==> config.mk <==
export PLATFORM = sky130hd
export DESIGN_NAME = wnts_cell
export DESIGN_NICKNAME = d
export VERILOG_FILES = /design/src/rtl/wnts_pkg.sv /design/src/rtl/wnts_cell.sv
export SDC_FILE = /design/constraint.sdc
export NUM_CORES = 1
export LEC_CHECK = 0
export ABC_CLOCK_PERIOD_IN_PS = 2900
export BUFFER_PORTS_ARGS = -buffer_cell sky130_fd_sc_hd__buf_4
export CAP_MARGIN = 5
export CORE_MARGIN = 8
export CORE_UTILIZATION = 51
export CTS_CLUSTER_SIZE = 14
export DETAILED_ROUTE_END_ITERATION = 8
export PLACE_DENSITY = 0.87
export SYNTH_ARGS = -nofsm -noshare
export SYNTH_HDL_FRONTEND = slang
export SYNTH_SLANG_ARGS = --single-unit
==> constraint.sdc <==
create_clock -name clock -period 2.9 [get_ports clock]
set_input_delay 0.29 -clock clock [delete_from_list [all_inputs] [get_ports clock]]
set_output_delay 0.29 -clock clock [all_outputs]
set_load 0.01 [all_outputs]
==> src/rtl/wnts_pkg.sv <==
// wnts_pkg: shared types, constants and codes for the weighted nearest top-k search unit
// no dependencies; used by wnts_dist, wnts_cell, weighted_nearest_topk_search_unit and tb
package wnts_pkg;

   // default sizing of the top level
   localparam int TABLE_DEPTH_DEF = 64;
   localparam int MAX_KEEP_DEF = 4;

   // field widths
   localparam int LANES = 4;
   localparam int VAL_W = 16;
   localparam int KIND_W = 8;
   localparam int DIST_W = 50;
   localparam int OUT_DIST_W = 52;
   localparam int IDX_W = 6;
   localparam int CSR_IDX_W = 2;
   localparam int CSR_DATA_W = 8;
   // scan position carried with a candidate, wide enough for the largest table
   localparam int SEQ_W = 10;

   // latency from table read issue to the head of the sorting chain
   localparam int DIST_LAT = 5;

   // request codes
   localparam logic REQ_LOAD = 1'b0;
   localparam logic REQ_QUERY = 1'b1;

   // register indexes
   localparam logic [CSR_IDX_W-1:0] CSR_ENTRY_COUNT = 2'd0;
   localparam logic [CSR_IDX_W-1:0] CSR_KEEP_COUNT = 2'd1;
   localparam logic [CSR_IDX_W-1:0] CSR_DEFAULT_KIND = 2'd2;

   // four 16-bit lanes, temperature in lane 0
   typedef logic [LANES-1:0][VAL_W-1:0] vec4_type;

   // one table entry
   typedef struct packed {
      logic [KIND_W-1:0] kind;
      vec4_type centres;
      vec4_type weights;
   } entry_type;

   // a scored candidate moving through the chain
   typedef struct packed {
      logic valid;
      logic [DIST_W-1:0] score;
      logic [SEQ_W-1:0] seq;
      logic [KIND_W-1:0] kind;
   } cand_type;

endpackage

==> src/rtl/wnts_cell.sv <==
// wnts_cell: one insertion cell of the sorting chain, keeps one candidate, passes the larger on
// depends on wnts_pkg
module wnts_cell (
   input  logic clock,
   input  logic reset,
   input  logic clear,
   input  wnts_pkg::cand_type cand_in,
   output wnts_pkg::cand_type held,
   output wnts_pkg::cand_type pass
);

   wnts_pkg::cand_type held_ff, held_in;
   wnts_pkg::cand_type pass_ff, pass_in;

   // keep the smaller, on equal distance the earlier scan position stays
   always_comb begin
      held_in = held_ff;
      pass_in = cand_in;
      pass_in.valid = 1'b0;
      if (cand_in.valid) begin
         if (!held_ff.valid) begin
            held_in = cand_in;
         end else if ((cand_in.score < held_ff.score)
                      || ((cand_in.score == held_ff.score) && (cand_in.seq < held_ff.seq))) begin
            held_in = cand_in;
            pass_in = held_ff;
         end else begin
            pass_in = cand_in;
         end
      end
   end

   always_ff @(posedge clock) begin
      if (reset || clear) begin
         held_ff <= '0;
         pass_ff <= '0;
      end else begin
         held_ff <= held_in;
         pass_ff <= pass_in;
      end
   end

   assign held = held_ff;
   assign pass = pass_ff;

endmodule

Word-level counts from Yosys, hierarchy flattened
Cells that the tools add are included.

Register bits after elaboration: 138. Bits in latches: 0. Memory bits (writable): 0. ROM bits: 0. Output and inout port bits: 138. Memories: 0.

$add $sub $neg: 0. Multiply operators: 0. Divide/modulo/power cells: 0. $lt $le $gt $ge: 2. Equal/unequal tests: 2. Shifts and indexed selects: 0. Multiplexer cells: 5. Bitwise gates (word level): 2. Reductions and logical operators: 5.

Operators by type and width (number): 68-bit two-way mux (5); 50-bit == test (1); 50-bit less-than comparator (1); 10-bit less-than comparator (1); 3-bit OR reduction (1); 1-bit logical OR (2); 2-bit by 1-bit != test with 1-bit output, second input constant (1); 1-bit inverter (2); 2-bit AND reduction (1); 1-bit logical AND (1).

Longest topological paths before layout
Word-level depth: 6. Depth in mapped cells: 11. Gate-level depth less buffers: 9.

Least setup slack after synthesis
No wires, ideal clock.

Path kind: register to register. Start point: register held_ff, in the netlist held[67]. End point: register held_ff, in the netlist held[44]. Library setup time: 0.117 ns. Arrival time: 2.564 ns. Required time: 2.783 ns. Setup slack: 0.219 ns. Cell stages (with the launch flop): 12. Period minus slack after synthesis: 2.681 ns. Cell sequence: dfxtp_1 inv_1 ha_1 nand4_1 or4_4 nor2_4 a31oi_1 o31a_1 a221o_1 buf_2 buf_6 a22o_1.

Longest elaborated chain between the ends: 5. Elaborated cells between the ends (all ways): 6.

Ends and longest elaborated chain: from (decl) (RTL line wnts_cell.sv:12) `wnts_pkg::cand_type held_ff, held_in;`; from (signal assigned) (RTL line wnts_cell.sv:38) `held_ff <= held_in;`; branches (longest 2 deep; another with 50-bit less-than comparator); 1-bit logical OR (*) (RTL line wnts_cell.sv:24) `|| ((cand_in.score == held_ff.score) && (cand_in.seq < held_ff.seq))) begin`; 2-bit by 1-bit != test with 1-bit output (no line) (*); 2-bit AND reduction (no line) (*).

Mark *: on every way between the ends. A chain may end at the register's enable or synchronous reset.

Final worst setup path
Start point: register held_ff, in the netlist held[53]. End point: register held_ff, in the netlist held[58].

Same word-level chain as after synthesis.

==> results.sh <==
export IMPL_yosysTopAreaCellShare_pct=43.5
export IMPL_grt_pass1_wl_mm=28.8
export IMPL_grt_setup_unrepaired="yes"
export IMPL_overflow=0
export IMPL_drt_initial_drc_count=372
export IMPL_p_int_uw=4090
export IMPL_synth_commonest_cells="nand2_1 (151), dfxtp_1 (138), a22o_1 (68), mux2i_1 (68), inv_1 (63)"
export IMPL_start_util_pct=52.5
export IMPL_cp_max_fo=26
export IMPL_finalHoldViolations=0
export IMPL_io_buffers=209
export IMPL_dieArea_um2=16300
export IMPL_clock_sinks=138
export IMPL_setup_viol=116
export IMPL_syn_num_nets=806
export IMPL_synth_compound_area_share_pct=14.4
export IMPL_r2r_start="held[53]$_SDFFE_PP0P_"
export IMPL_endpoint_kind="register"
export IMPL_slew_violations=0
export IMPL_power_per_cell_area_nw_per_um2=572
export IMPL_synth_edf_count=0
export IMPL_worst_ep_arrival_time_ns=3.27
export IMPL_synth_top_family_by_area="compound AO/OA/AOI/OAI gates"
export IMPL_peakVddDrop_mv=0.559
export IMPL_tritoncts="done"
export IMPL_grt_use_total_pct=22.3
export IMPL_switching_share_pct=23.8
export IMPL_fin_crit_ns=2.97
export IMPL_antenna_found_initial=0
export IMPL_viasPerCell=5.48
export IMPL_clk_latency_ns=0.42
export IMPL_htreeDepth=4
export IMPL_start_kind="register"
export IMPL_root_buffer="clkbuf_16"
export IMPL_yosys_area_share_simple_pct=12.9
export IMPL_final_cells=1093
export IMPL_synth_adder_area_share_pct=11.6
export IMPL_r2r_setup_slack_ns=-0.07
export IMPL_skew_ns=0.00897
export IMPL_tns_ns=-3.43
export IMPL_power_frac_clock_pct=47.0
export IMPL_ys_warn_count=0
export IMPL_syn_inst=675
export IMPL_p_switching_uw=1280
export IMPL_status="complete, but fails checks"
export IMPL_dp_cells=1039
export IMPL_sequentialPowerShare_pct=38.3
export IMPL_fill_cells=784
export IMPL_cts_made_buffers=17
export IMPL_drive_gt1_share_pct=36.5
export IMPL_ant_nets=0
export IMPL_synth_most_common_cell="nand2_1"
export IMPL_required_ns=3.20
export IMPL_dieWidth_um=128
export IMPL_yosys_top_cells_area="dfxtp_1 (43%), ha_1 (12%), mux2i_1 (11%), a22o_1 (9.4%), nand2_1 (8.9%)"
export IMPL_num_nets_final=1043
export IMPL_io_pins=210
export IMPL_syn_area_per_cell_um2=9.41
export IMPL_seq_area_frac_synth_pct=43.5
export IMPL_netlist_top_cell_by_area="dfxtp_1"
export IMPL_r2r_end="held[58]$_SDFFE_PP0P_"
export IMPL_synth_area_um2=6350
export IMPL_setup_ws_ns=-0.0680
export IMPL_place_gp_congestion=0.802
export IMPL_hp_start="cand_in[7]"
export IMPL_violations="negative setup slack"
export IMPL_core_um2=12100
export IMPL_ff2ff_path_depth=10
export IMPL_tightest_slew_ns=0.956
export IMPL_cts_buffer_depth=2
export IMPL_critPathKind="reg -> reg"
export IMPL_vias=5992
export IMPL_rows=40
export IMPL_wire_per_inst_um=18.7
export IMPL_grt_pass1_vias=5691
export IMPL_syn2layout_area_growth_pct=47.7
export IMPL_comb_power_share_pct=14.7
export IMPL_hold_path_depth=2
export IMPL_ys_ff_latch=138
export IMPL_maxSlewHeadroom_pct=36.3
export IMPL_max_freq_mhz=337
export IMPL_synth_ff_type="dfxtp_1"
export IMPL_hold_end="held[7]$_SDFFE_PP0P_"
export IMPL_synthMuxAreaShare_pct=10.7
export IMPL_async_flop_share_pct=0
export IMPL_drc_errors=0
export IMPL_clkTransAtPathRegs_ns=0.06
export IMPL_synth_xor_area_share_pct=0
export IMPL_grt_max_degree=97
export IMPL_fp_dieH_um=128
export IMPL_p_leak_uw=0.00403
export IMPL_first_pass_iters=5
export IMPL_routed_wirelength_mm=20.4
export IMPL_drv_cap=0
export IMPL_synth_cell_type_count=41
export IMPL_antenna_cells=0
export IMPL_hp_class="in -> reg"
export IMPL_postCtsHoldBufs=0
export IMPL_period_share_pct=102
export IMPL_hpwl_mm=13.1
-- cell type report --
| class | count | area, um^2 | share of cell area (%) |
|---|---|---|---|
| clock buffer | 21 | 480 | 5.12 |
| clock inverter | 11 | 214 | 2.28 |
| tap | 168 | 210 | 2.24 |
| inverter | 63 | 236 | 2.52 |
| sequential | 138 | 2800 | 29.9 |
| multi-input combinational | 438 | 3340 | 35.6 |
| timing repair buffer | 254 | 2100 | 22.4 |
-- state kept, by name, indices dropped and copies added, names as in the netlist --
signal and flops:
pass 69, held 69
-- cell families after synthesis --
| kind of cell | count (synthesis) |
|---|---|
| muxes | 68 |
| and+or+nand+nor | 194 |
| adders and majority gates | 59 |
| DFF | 138 |
| buffers and inverters | 99 |
| AOI/OAI and AO/OA | 117 |
-- critical path, stage by stage, from the launching register on --
cell and delay [ns]:
dfxtp_2 0.36, inv_1 0.06, ha_1 0.32, nand4_1 0.14
or4_4 0.59, nor2_4 0.23, a31oi_4 0.13, o31a_1 0.16
a221o_2 0.43, buf_12 0.21, a22o_1 0.20
-- per-stage QoR --
stage | power, uW | hold WS [ns] | setup slack [ns] | area [um^2] | util, %
after global routing | 5530 | 0.0909 | -0.169 | 9380 | 77.5
after detailed placement | 2800 | 0.469 | -0.0850 | 8220 | 67.9
after CTS | 5330 | 0.0792 | 0.00348 | 9020 | 74.5
after global placement | 2770 | 0.462 | -0.0376 | 8220 | 67.9
final | 5360 | 0.0936 | -0.0680 | 9380 | 77.5
after floorplan | 2430 | 0.406 | 0.219 | 6350 | -
-- layout by cell type, fill, tap and decap left out, types with 2 or more instances in the layout --
cell type   instances
buf_12              8
clkinvlp_4          2
o31a_1              2
nor2_4              2
a21o_1              5
clkbuf_8            4
o21ai_0             4
a22o_1             68
dfxtp_4             4
dfxtp_2            19
o21ai_1             2
nand2_1           151
clkinv_2            2
clkbuf_16          22
nor3_1              3
mux2i_1            67
nor3b_1             2
buf_4             240
ha_4                8
nor2_1              6
bufinv_16           6
nand2b_1            2
or2_2               3
nand3_1             5
a21oi_1            22
a221oi_2            2
or4_4               2
inv_2               2
or3_4               2
nand4_1            13
ha_1               51
inv_1              61
dfxtp_1           115
-- power by group through the flow --
stage          sequential (uW)  clock (uW)  combinational [uW]
6_report                  2050        2520                 790
2_1_floorplan             2120           0                 308
5_1_grt                   2060        2610                 858
3_5_place_dp              2090           0                 707
3_3_place_gp              2090           0                 688
4_1_cts                   2050        2540                 733
-- how the worst max path moves through the flow --
stage	end	start
floorplan	held[44]$_SDFFE_PP0P_	held[67]$_SDFFE_PP0P_
global placement	held[26]$_SDFFE_PP0P_	held[51]$_SDFFE_PP0P_
detailed placement	held[30]$_SDFFE_PP0P_	held[50]$_SDFFE_PP0P_
CTS	held[27]$_SDFFE_PP0P_	held[46]$_SDFFE_PP0P_
global route	held[58]$_SDFFE_PP0P_	held[54]$_SDFFE_PP0P_
finish	held[58]$_SDFFE_PP0P_	held[53]$_SDFFE_PP0P_
-- routing by layer --
layer | wire [um] | track usage, % | up-vias
li1 | - | - | 2810
met1 | 8360 | 24.6 | 2875
met2 | 9800 | 37.8 | 263
met3 | 1750 | 8.53 | 44
met4 | 540 | 9.09 | 0
met5 | 0 | 0 | -
-- what timing repair did --
| item | in CTS | in global routing |
|---|---|---|
| resized for setup | 8 | 44 |
| buffers inserted | 6 | 11 |
| setup endpoints to repair | 136 | 136 |
| pin swaps | 4 | 7 |
| cloned | 1 | 5 |
| hold endpoints to repair | 0 | 0 |
Note: power is estimated with default switching activity, not from simulation.
